$ cat config.mk
export PLATFORM = sky130hd
export DESIGN_NAME = text_wrap_height_counter
export DESIGN_NICKNAME = d
export VERILOG_FILES = /design/src/rtl/twhc_pkg.sv /design/src/rtl/text_wrap_height_counter.sv /design/src/rtl/twhc_glyph_mem.sv /design/src/rtl/twhc_wrap_core.sv
export SDC_FILE = /design/constraint.sdc
export NUM_CORES = 2
export LEC_CHECK = 0
export BUFFER_PORTS_ARGS = -buffer_cell sky130_fd_sc_hd__clkbuf_2
export CORE_ASPECT_RATIO = 1.25
export CORE_UTILIZATION = 55
export CTS_CLUSTER_DIAMETER = 80
export DETAILED_ROUTE_END_ITERATION = 10
export PLACE_DENSITY = 0.71
export SYNTH_ARGS = -nofsm -noshare
export SYNTH_HDL_FRONTEND = slang
export SYNTH_HIERARCHICAL = 1
export SYNTH_SLANG_ARGS = --single-unit
$ cat constraint.sdc
create_clock -name clk_i -period 11.75 [get_ports clk_i]
set_input_delay 0.5875 -clock clk_i [delete_from_list [all_inputs] [get_ports clk_i]]
set_output_delay 0.5875 -clock clk_i [all_outputs]
set_load 0.05 [all_outputs]
$ cat src/rtl/twhc_pkg.sv
// Shared types and constants for the text wrap height counter.
`default_nettype none

package twhc_pkg;

  typedef enum logic [1:0] {
    OP_LOAD = 2'd0,
    OP_CHAR = 2'd1,
    OP_END  = 2'd2,
    OP_NONE = 2'd3
  } op_e;

  typedef enum logic [2:0] {
    REG_WRAP_WIDTH    = 3'd0,
    REG_LINE_HEIGHT   = 3'd1,
    REG_GLYPH_COUNT   = 3'd2,
    REG_SPACE_ADVANCE = 3'd3,
    REG_TAB_ADVANCE   = 3'd4
  } reg_e;

  localparam logic [7:0] CH_TAB     = 8'h09;
  localparam logic [7:0] CH_NEWLINE = 8'h0A;
  localparam logic [7:0] CH_SPACE   = 8'h20;

  localparam int unsigned CFG_DATA_W = 16;
  localparam logic [15:0] HEIGHT_MAX = 16'hFFFF;
  localparam logic [8:0]  GLYPH_COUNT_RST = 9'd256;

  typedef struct packed {
    logic [1:0] operation;
    logic [7:0] char_code;
    logic [7:0] glyph_advance;
  } in_item_t;

  typedef struct packed {
    logic [15:0] text_height;
    logic        string_done;
  } out_item_t;

  typedef struct packed {
    logic [15:0] wrap_width;
    logic [7:0]  line_height;
    logic [8:0]  glyph_count;
    logic [7:0]  space_advance;
    logic [9:0]  tab_advance;
  } cfg_t;

  // Item held in the second stage while the table read completes.
  typedef struct packed {
    logic       valid;
    logic [1:0] operation;
    logic [7:0] char_code;
  } stage_t;

endpackage

`default_nettype wire

$ cat src/rtl/text_wrap_height_counter.sv
// Top level of the greedy word-wrap text height counter.
// Usage:
//  - Input channel (in_valid_i/in_ready_o, in_item_i): one item per
//    handshake. A load item writes a glyph width into the advance table,
//    a character item advances the layout, an end item closes the string.
//  - Output channel (out_valid_o/out_ready_i, out_item_o): exactly one
//    result item per input item, in order. Running results carry
//    string_done low; the result of an end item carries it high and the
//    running layout state is then cleared (the table and registers stay).
//  - Config port: cfg_we_i writes cfg_data_i into register cfg_idx_i;
//    write only while no item is in flight.
//  - Order: the accepting edge issues the table read and loads stage two;
//    stage two then takes the read data, updates pen, word and height
//    and loads the output register once that register is free.
//  - Throughput: one item per cycle while results are taken; the table has
//    one read and one write port and the layout update is combinational.
//  - Stall: if the result is not taken, the second stage holds, and the
//    input is still taken while that stage is empty.
//  - Reset: layout state cleared, registers to defaults, table reads zero.
`default_nettype none

module text_wrap_height_counter #(
  parameter int unsigned GLYPHS    = 256,
  parameter int unsigned SPAN_BITS = 16
) (
  input  wire logic                                clk_i,
  input  wire logic                                rst_ni,
  input  wire logic                                in_valid_i,
  output logic                                     in_ready_o,
  input  wire twhc_pkg::in_item_t                  in_item_i,
  output logic                                     out_valid_o,
  input  wire logic                                out_ready_i,
  output twhc_pkg::out_item_t                      out_item_o,
  input  wire logic                                cfg_we_i,
  input  wire logic [2:0]                          cfg_idx_i,
  input  wire logic [twhc_pkg::CFG_DATA_W-1:0]     cfg_data_i
);

  localparam int unsigned AW = $clog2(GLYPHS);
  localparam logic [8:0] GLYPHS_W = 9'(GLYPHS);

  twhc_pkg::cfg_t      cfg_q;
  twhc_pkg::stage_t    stage_q;
  twhc_pkg::out_item_t out_q, result;
  logic                out_valid_q;
  logic                accept, step, in_range;
  logic [7:0]          glyph_w;

  // Configuration registers.
  always_ff @(posedge clk_i or negedge rst_ni) begin
    if (!rst_ni) begin
      cfg_q.wrap_width    <= '0;
      cfg_q.line_height   <= '0;
      cfg_q.glyph_count   <= twhc_pkg::GLYPH_COUNT_RST;
      cfg_q.space_advance <= '0;
      cfg_q.tab_advance   <= '0;
    end else if (cfg_we_i) begin
      unique case (cfg_idx_i)
        twhc_pkg::REG_WRAP_WIDTH:    cfg_q.wrap_width    <= cfg_data_i;
        twhc_pkg::REG_LINE_HEIGHT:   cfg_q.line_height   <= cfg_data_i[7:0];
        twhc_pkg::REG_GLYPH_COUNT:   cfg_q.glyph_count   <= cfg_data_i[8:0];
        twhc_pkg::REG_SPACE_ADVANCE: cfg_q.space_advance <= cfg_data_i[7:0];
        twhc_pkg::REG_TAB_ADVANCE:   cfg_q.tab_advance   <= cfg_data_i[9:0];
        default: ;
      endcase
    end
  end

  // Second stage moves on when the output register is free or draining.
  assign step       = stage_q.valid && (!out_valid_q || out_ready_i);
  assign in_ready_o = !stage_q.valid || step;
  assign accept     = in_valid_i && in_ready_o;
  assign in_range   = 9'(in_item_i.char_code) < GLYPHS_W;

  twhc_glyph_mem #(
    .GLYPHS (GLYPHS)
  ) u_mem (
    .clk_i   (clk_i),
    .rst_ni  (rst_ni),
    .we_i    (accept && in_range && (in_item_i.operation == twhc_pkg::OP_LOAD)),
    .waddr_i (in_item_i.char_code[AW-1:0]),
    .wdata_i (in_item_i.glyph_advance),
    .re_i    (accept && in_range && (in_item_i.operation == twhc_pkg::OP_CHAR)),
    .raddr_i (in_item_i.char_code[AW-1:0]),
    .rdata_o (glyph_w)
  );

  twhc_wrap_core #(
    .GLYPHS    (GLYPHS),
    .SPAN_BITS (SPAN_BITS)
  ) u_core (
    .clk_i    (clk_i),
    .rst_ni   (rst_ni),
    .step_i   (step),
    .stage_i  (stage_q),
    .cw_i     (glyph_w),
    .cfg_i    (cfg_q),
    .result_o (result)
  );

  always_ff @(posedge clk_i or negedge rst_ni) begin
    if (!rst_ni) begin
      stage_q     <= '0;
      out_valid_q <= 1'b0;
    end else begin
      if (accept) begin
        stage_q.valid     <= 1'b1;
        stage_q.operation <= in_item_i.operation;
        stage_q.char_code <= in_item_i.char_code;
      end else if (step) begin
        stage_q.valid <= 1'b0;
      end
      if (step) begin
        out_valid_q <= 1'b1;
      end else if (out_ready_i) begin
        out_valid_q <= 1'b0;
      end
    end
  end

  // Output payload register.
  always_ff @(posedge clk_i) begin
    if (step) begin
      out_q <= result;
    end
  end

  assign out_valid_o = out_valid_q;
  assign out_item_o  = out_q;

endmodule

`default_nettype wire

$ cat src/rtl/twhc_glyph_mem.sv
// Glyph advance memory with per-entry valid bits and registered read.
`default_nettype none

module twhc_glyph_mem #(
  parameter int unsigned GLYPHS = 256
) (
  input  wire logic                      clk_i,
  input  wire logic                      rst_ni,
  input  wire logic                      we_i,
  input  wire logic [$clog2(GLYPHS)-1:0] waddr_i,
  input  wire logic [7:0]                wdata_i,
  input  wire logic                      re_i,
  input  wire logic [$clog2(GLYPHS)-1:0] raddr_i,
  output logic [7:0]                     rdata_o
);

  logic [7:0]        mem [GLYPHS];
  logic [GLYPHS-1:0] valid_q;
  logic [7:0]        rdata_q;
  logic              rvalid_q;

  always_ff @(posedge clk_i) begin
    if (we_i) begin
      mem[waddr_i] <= wdata_i;
    end
    if (re_i) begin
      rdata_q <= mem[raddr_i];
    end
  end

  // Entries never written read as zero.
  always_ff @(posedge clk_i or negedge rst_ni) begin
    if (!rst_ni) begin
      valid_q  <= '0;
      rvalid_q <= 1'b0;
    end else begin
      if (we_i) begin
        valid_q[waddr_i] <= 1'b1;
      end
      if (re_i) begin
        rvalid_q <= valid_q[raddr_i];
      end
    end
  end

  assign rdata_o = rvalid_q ? rdata_q : 8'd0;

endmodule

`default_nettype wire

$ cat src/rtl/twhc_wrap_core.sv
// Line layout state and per-character wrap decision.
`default_nettype none

module twhc_wrap_core #(
  parameter int unsigned GLYPHS    = 256,
  parameter int unsigned SPAN_BITS = 16
) (
  input  wire logic               clk_i,
  input  wire logic               rst_ni,
  input  wire logic               step_i,
  input  wire twhc_pkg::stage_t   stage_i,
  input  wire logic [7:0]         cw_i,
  input  wire twhc_pkg::cfg_t     cfg_i,
  output twhc_pkg::out_item_t     result_o
);

  localparam int unsigned XW = (SPAN_BITS + 2 > 17) ? SPAN_BITS + 2 : 17;
  localparam logic [SPAN_BITS-1:0] SPAN_MAX = {SPAN_BITS{1'b1}};
  localparam logic [8:0] GLYPHS_W = 9'(GLYPHS);

  logic [SPAN_BITS-1:0] pen_q, pen_d, word_q, word_d;
  logic [15:0]          height_q, height_d, height_mid;
  logic [XW-1:0]        pen_x, word_x, wrap_x, sep_x, cw_x;
  logic [XW-1:0]        line_sum, sep_sum, cw_sum, word_sep, word_cw;
  logic [16:0]          h_add, h_out;
  logic                 skip, is_char, is_end;

  function automatic logic [SPAN_BITS-1:0] sat_span(input logic [XW-1:0] v);
    sat_span = (v > XW'(SPAN_MAX)) ? SPAN_MAX : v[SPAN_BITS-1:0];
  endfunction

  always_comb begin
    pen_x    = XW'(pen_q);
    word_x   = XW'(word_q);
    wrap_x   = XW'(cfg_i.wrap_width);
    cw_x     = XW'(cw_i);
    sep_x    = (stage_i.char_code == twhc_pkg::CH_TAB) ? XW'(cfg_i.tab_advance)
                                                       : XW'(cfg_i.space_advance);
    line_sum = pen_x + word_x;
    sep_sum  = line_sum + sep_x;
    cw_sum   = line_sum + cw_x;
    word_sep = word_x + sep_x;
    word_cw  = word_x + cw_x;
    h_add    = 17'(height_q) + 17'(cfg_i.line_height);

    is_char = stage_i.operation == twhc_pkg::OP_CHAR;
    is_end  = stage_i.operation == twhc_pkg::OP_END;
    skip    = (9'(stage_i.char_code) >= cfg_i.glyph_count)
           || (9'(stage_i.char_code) >= GLYPHS_W)
           || (cfg_i.wrap_width == 16'd0);

    pen_d      = pen_q;
    word_d     = word_q;
    height_mid = height_q;

    if (is_char && !skip) begin
      if (stage_i.char_code == twhc_pkg::CH_SPACE ||
          stage_i.char_code == twhc_pkg::CH_TAB) begin
        if (sep_sum > wrap_x) begin
          pen_d      = sat_span(word_sep);
          height_mid = h_add[16] ? twhc_pkg::HEIGHT_MAX : h_add[15:0];
        end else begin
          pen_d = sat_span(sep_sum);
        end
        word_d = '0;
      end else if (stage_i.char_code == twhc_pkg::CH_NEWLINE) begin
        pen_d      = '0;
        word_d     = '0;
        height_mid = h_add[16] ? twhc_pkg::HEIGHT_MAX : h_add[15:0];
      end else if (word_cw > wrap_x && pen_q == '0) begin
        // Word longer than the line: split it here.
        height_mid = h_add[16] ? twhc_pkg::HEIGHT_MAX : h_add[15:0];
        word_d     = sat_span(cw_x);
      end else if (cw_sum > wrap_x) begin
        pen_d      = '0;
        height_mid = h_add[16] ? twhc_pkg::HEIGHT_MAX : h_add[15:0];
        word_d     = sat_span(word_cw);
      end else begin
        word_d = sat_span(word_cw);
      end
    end

    h_out = 17'(height_mid) + 17'(cfg_i.line_height);
    if (cfg_i.wrap_width == 16'd0) begin
      result_o.text_height = 16'(cfg_i.line_height);
    end else begin
      result_o.text_height = h_out[16] ? twhc_pkg::HEIGHT_MAX : h_out[15:0];
    end
    result_o.string_done = is_end;

    height_d = height_mid;
    if (is_end) begin
      pen_d    = '0;
      word_d   = '0;
      height_d = '0;
    end
  end

  always_ff @(posedge clk_i or negedge rst_ni) begin
    if (!rst_ni) begin
      pen_q    <= '0;
      word_q   <= '0;
      height_q <= '0;
    end else if (step_i) begin
      pen_q    <= pen_d;
      word_q   <= word_d;
      height_q <= height_d;
    end
  end

endmodule

`default_nettype wire
==> results_dict.tcl <==
set metrics [dict create \
    core_area_sq_um 179800 \
    rsz0062_at_grt "false" \
    synth-async-reset-ratio 0.1508 \
    nFillCells 12570 \
    irDropWorstVdd_uv 167.4 \
    initial_core_util 0.5542 \
    first_pass_iters 8 \
    instances_no_fill 8171 \
    drv_cap 2 \
    cts.sinks 2441 \
    synth_cells 5488 \
    drive_gt1_frac 0.2505 \
    fin_skew_ps 55.55 \
    hold_end "cfg_q[8]$_DFFE_PN0P_" \
    cts_tree "built" \
    postSynthAreaPerCell_sq_um 18.16 \
    slowest_stage "a32oi_1" \
    syn_nets 5663 \
    rr_worst_depth 36 \
    critPathMaxStageDelay_ps 920 \
    crit_family "simple AND/OR/NAND/NOR gates" \
    cp.required_ps 12450 \
    synth_edf_count 2073 \
    ys_types 88 \
    cts_made_buffers 220 \
    die_w_um 382.7 \
    layout_commonest_cell "edfxtp_1" \
    worst_slack_ps 1887 \
    ff_latch_area_sq_um 71460 \
    grt_max_degree 170 \
    dieArea_sq_um 182900 \
    clkTransAtPathRegs_ps 60 \
    track_usage 0.2699 \
    worst_slew_pin_slew_ps 1521 \
    syn_to_final_growth_pct 10.64 \
    insertion_delay_ps 880 \
    endpoint_kind "flop" \
    cp_num_buf_inv 1 \
    root_buffer "clkbuf_16" \
    ys_seq_area_frac 0.7171 \
    numPortBuffers 60 \
    arrival_ps 10560 \
    fin_nets 5772 \
    drt_wl_total_um 244400 \
    p_seq_frac 0.517 \
    swShare 0.2326 \
    placed_cell_area_sq_um 102800 \
    cts.repair.resized 0 \
    timing.rr.start "stage_q[4]$_DFFE_PN0P_" \
    viasPerCell 6.461 \
    htreeDepth 4 \
    final_cell_mix "edfxtp_1, mux4_2, dfrtp_1, nor2_1, or2_2" \
    multi_input_area_sq_um 26690 \
    crit_type "reg2reg" \
    crit_fanout 13 \
    rows 174 \
    ys_warn_count 6 \
    synthesis.area_sq_um 99650 \
    cp_common_cell "nor2_1" \
    dp_hpwl_um 152100 \
    violations "DRC, capacitance limit, slew limit" \
    cellInternalPower_mw 14.25 \
    r2r_slack_ps 1890 \
    min_path_cells 2 \
    finalSetupViolCount 0 \
    vias 52790 \
    finalSetupTns_ps 0 \
    drc_errors 56 \
    final_max_slew_viol_count 2 \
    timing.rr.end "out_item_o[2]$_DFFE_PP_" \
    cp-start-kind "flop" \
    finalPower_mw 18.56 \
    cts_max_path_buffers 3 \
    powerDensity_nw_per_um2 168.4 \
    worstHoldStart "cfg_data_i[8]" \
    wire_per_inst_um 29.92 \
    antenna_found_initial 6 \
    hold_viol 0 \
    fin_area_sq_um 110300 \
    dpl.cell_count 7742 \
    yosys_most_used_dff "edfxtp_1" \
    dieHeight_um 477.9 \
    slew_headroom -0.02340 \
    grt_pass1_wl_um 360300 \
    grt_pass1_vias 53870 \
    outcome "finished, violations left" \
    ant_nets 0 \
    place_ws_ps 2094 \
    p_comb_frac 0.090 \
    period_share 0.8394 \
    power_leakage_nw 37.97 \
    clkPwrFrac 0.393 \
    ys_ff_latch 2441 \
    grt-ovfl-total 0 \
    min_period_ps 9863 \
    p_switching_mw 4.317 \
    fmax_mhz 101.4 \
    gp_congestion 0.9288 \
    worst_hold_path_type "in2reg" \
    drt_iter0_markers 5170 \
    num_io_pins 61 \
]
[routing by layer]
| layer | track usage | routed length (um) | up-vias |
|---|---|---|---|
| li1 | - | - | 22210 |
| met1 | 0.3476 | 90370 | 27680 |
| met2 | 0.4517 | 124100 | 2398 |
| met3 | 0.04544 | 18420 | 502 |
| met4 | 0.1225 | 11520 | 0 |
| met5 | 0 | 0 | - |
[cells by family (layout without fill, tap and decap cells)]
kind of cell               after synthesis  after routing  synth area share
buffers and inverters                  382            686           0.01571
adders and majority gates              133            133           0.01723
and+or+nand+nor                       1063           1063           0.05466
other                                    0              3                 0
AOI/OAI and AO/OA                      726            726           0.04976
DFF                                   2441           2441            0.7171
xor gates and xnor gates                76             76          0.006755
muxes                                  667            667            0.1388
[how the worst max path moves through the flow]
stage / from / to / slack (ps) / cells past startpoint
after floorplan: u_core/word_q[0]$_DFFE_PN0P_ / out_item_o[5]$_DFFE_PP_ / 3920 / 43
after global placement: stage_q[4]$_DFFE_PN0P_ / out_item_o[2]$_DFFE_PP_ / 2220 / 35
after detailed placement: stage_q[4]$_DFFE_PN0P_ / out_item_o[4]$_DFFE_PP_ / 2090 / 36
after CTS: stage_q[4]$_DFFE_PN0P_ / out_item_o[2]$_DFFE_PP_ / 2060 / 35
after global routing: stage_q[4]$_DFFE_PN0P_ / out_item_o[16]$_DFFE_PP_ / 1410 / 34
final: stage_q[4]$_DFFE_PN0P_ / out_item_o[2]$_DFFE_PP_ / 1890 / 36
[cell usage after synthesis, drive strengths merged, types with 30 or more instances]
| library cell | number | area share |
|---|---|---|
| nor3 | 30 | 0.0015 |
| nor2 | 366 | 0.014 |
| inv | 89 | 0.0034 |
| a21oi | 204 | 0.011 |
| mux2i | 36 | 0.0036 |
| a22oi | 259 | 0.020 |
| nand3 | 50 | 0.0025 |
| buf | 118 | 0.0058 |
| mux2 | 66 | 0.0075 |
| nor2b | 38 | 0.0025 |
| clkbuf | 174 | 0.0066 |
| ha | 126 | 0.016 |
| nand2 | 132 | 0.0050 |
| xnor2 | 56 | 0.0050 |
| o21ai | 59 | 0.0030 |
| dfrtp | 367 | 0.092 |
| o22ai | 30 | 0.0019 |
| nor4 | 52 | 0.0033 |
| mux4 | 565 | 0.13 |
| edfxtp | 2073 | 0.62 |
| or2 | 274 | 0.017 |
[registers in the layout, summed over array words and instances (netlist names)]
register and cells:
out_valid_o 1, u_mem/mem 2048, u_core/word_q 16, u_core/height_q 16, u_mem/rdata_q 8, u_core/pen_q 16
u_mem/rvalid_q 1, out_item_o 17, stage_q 11, u_mem/valid_q 256, cfg_q 51
[worst register-to-register path: cells and delay by family (launching register included)]
family | cells | cell delay (ps)
AO/OA/AOI/OAI | 14 | 3420
XOR/XNOR | 1 | 230
adder cells (fa/ha/maj) | 4 | 1230
buffers and inverters | 1 | 60
flip-flops | 1 | 410
multiplexers | 1 | 450
AND/OR/NAND/NOR | 15 | 3890
[power by group through the flow]
stage	clock network (mW)	logic (mW)	registers [mW]
2_1_floorplan	0	1.04	9.77
3_3_place_gp	0	1.64	9.77
3_5_place_dp	0	1.66	9.77
4_1_cts	7.39	1.67	9.59
5_1_grt	7.70	1.81	9.60
6_report	7.30	1.67	9.59
[repair_timing]
item | CTS | global route
endpoints found under the hold margin | 67 | 0
buffers inserted | 0 | 0
hold buffers | 9 | 0
[cell type report]
type                    count  share of cell area
well taps                2376             0.02696
repair buffers            179             0.01258
clock buffers             301             0.05526
inverters                  90            0.003064
diodes                      3          0.00006809
flip-flops and latches   2441              0.6481
clock inverters           116             0.01186
multi-input cells        2665              0.2421
[per-stage QoR]
stage / util / hold slack [ps]
2_1_floorplan: - / 291.9
3_3_place_gp: 0.5714 / 444.0
3_5_place_dp: 0.5714 / 447.6
4_1_cts: 0.6131 / 9.657
5_1_grt: 0.6131 / 24.66
6_report: 0.6131 / 63.18
Note: power is estimated with default switching activity, not from simulation.
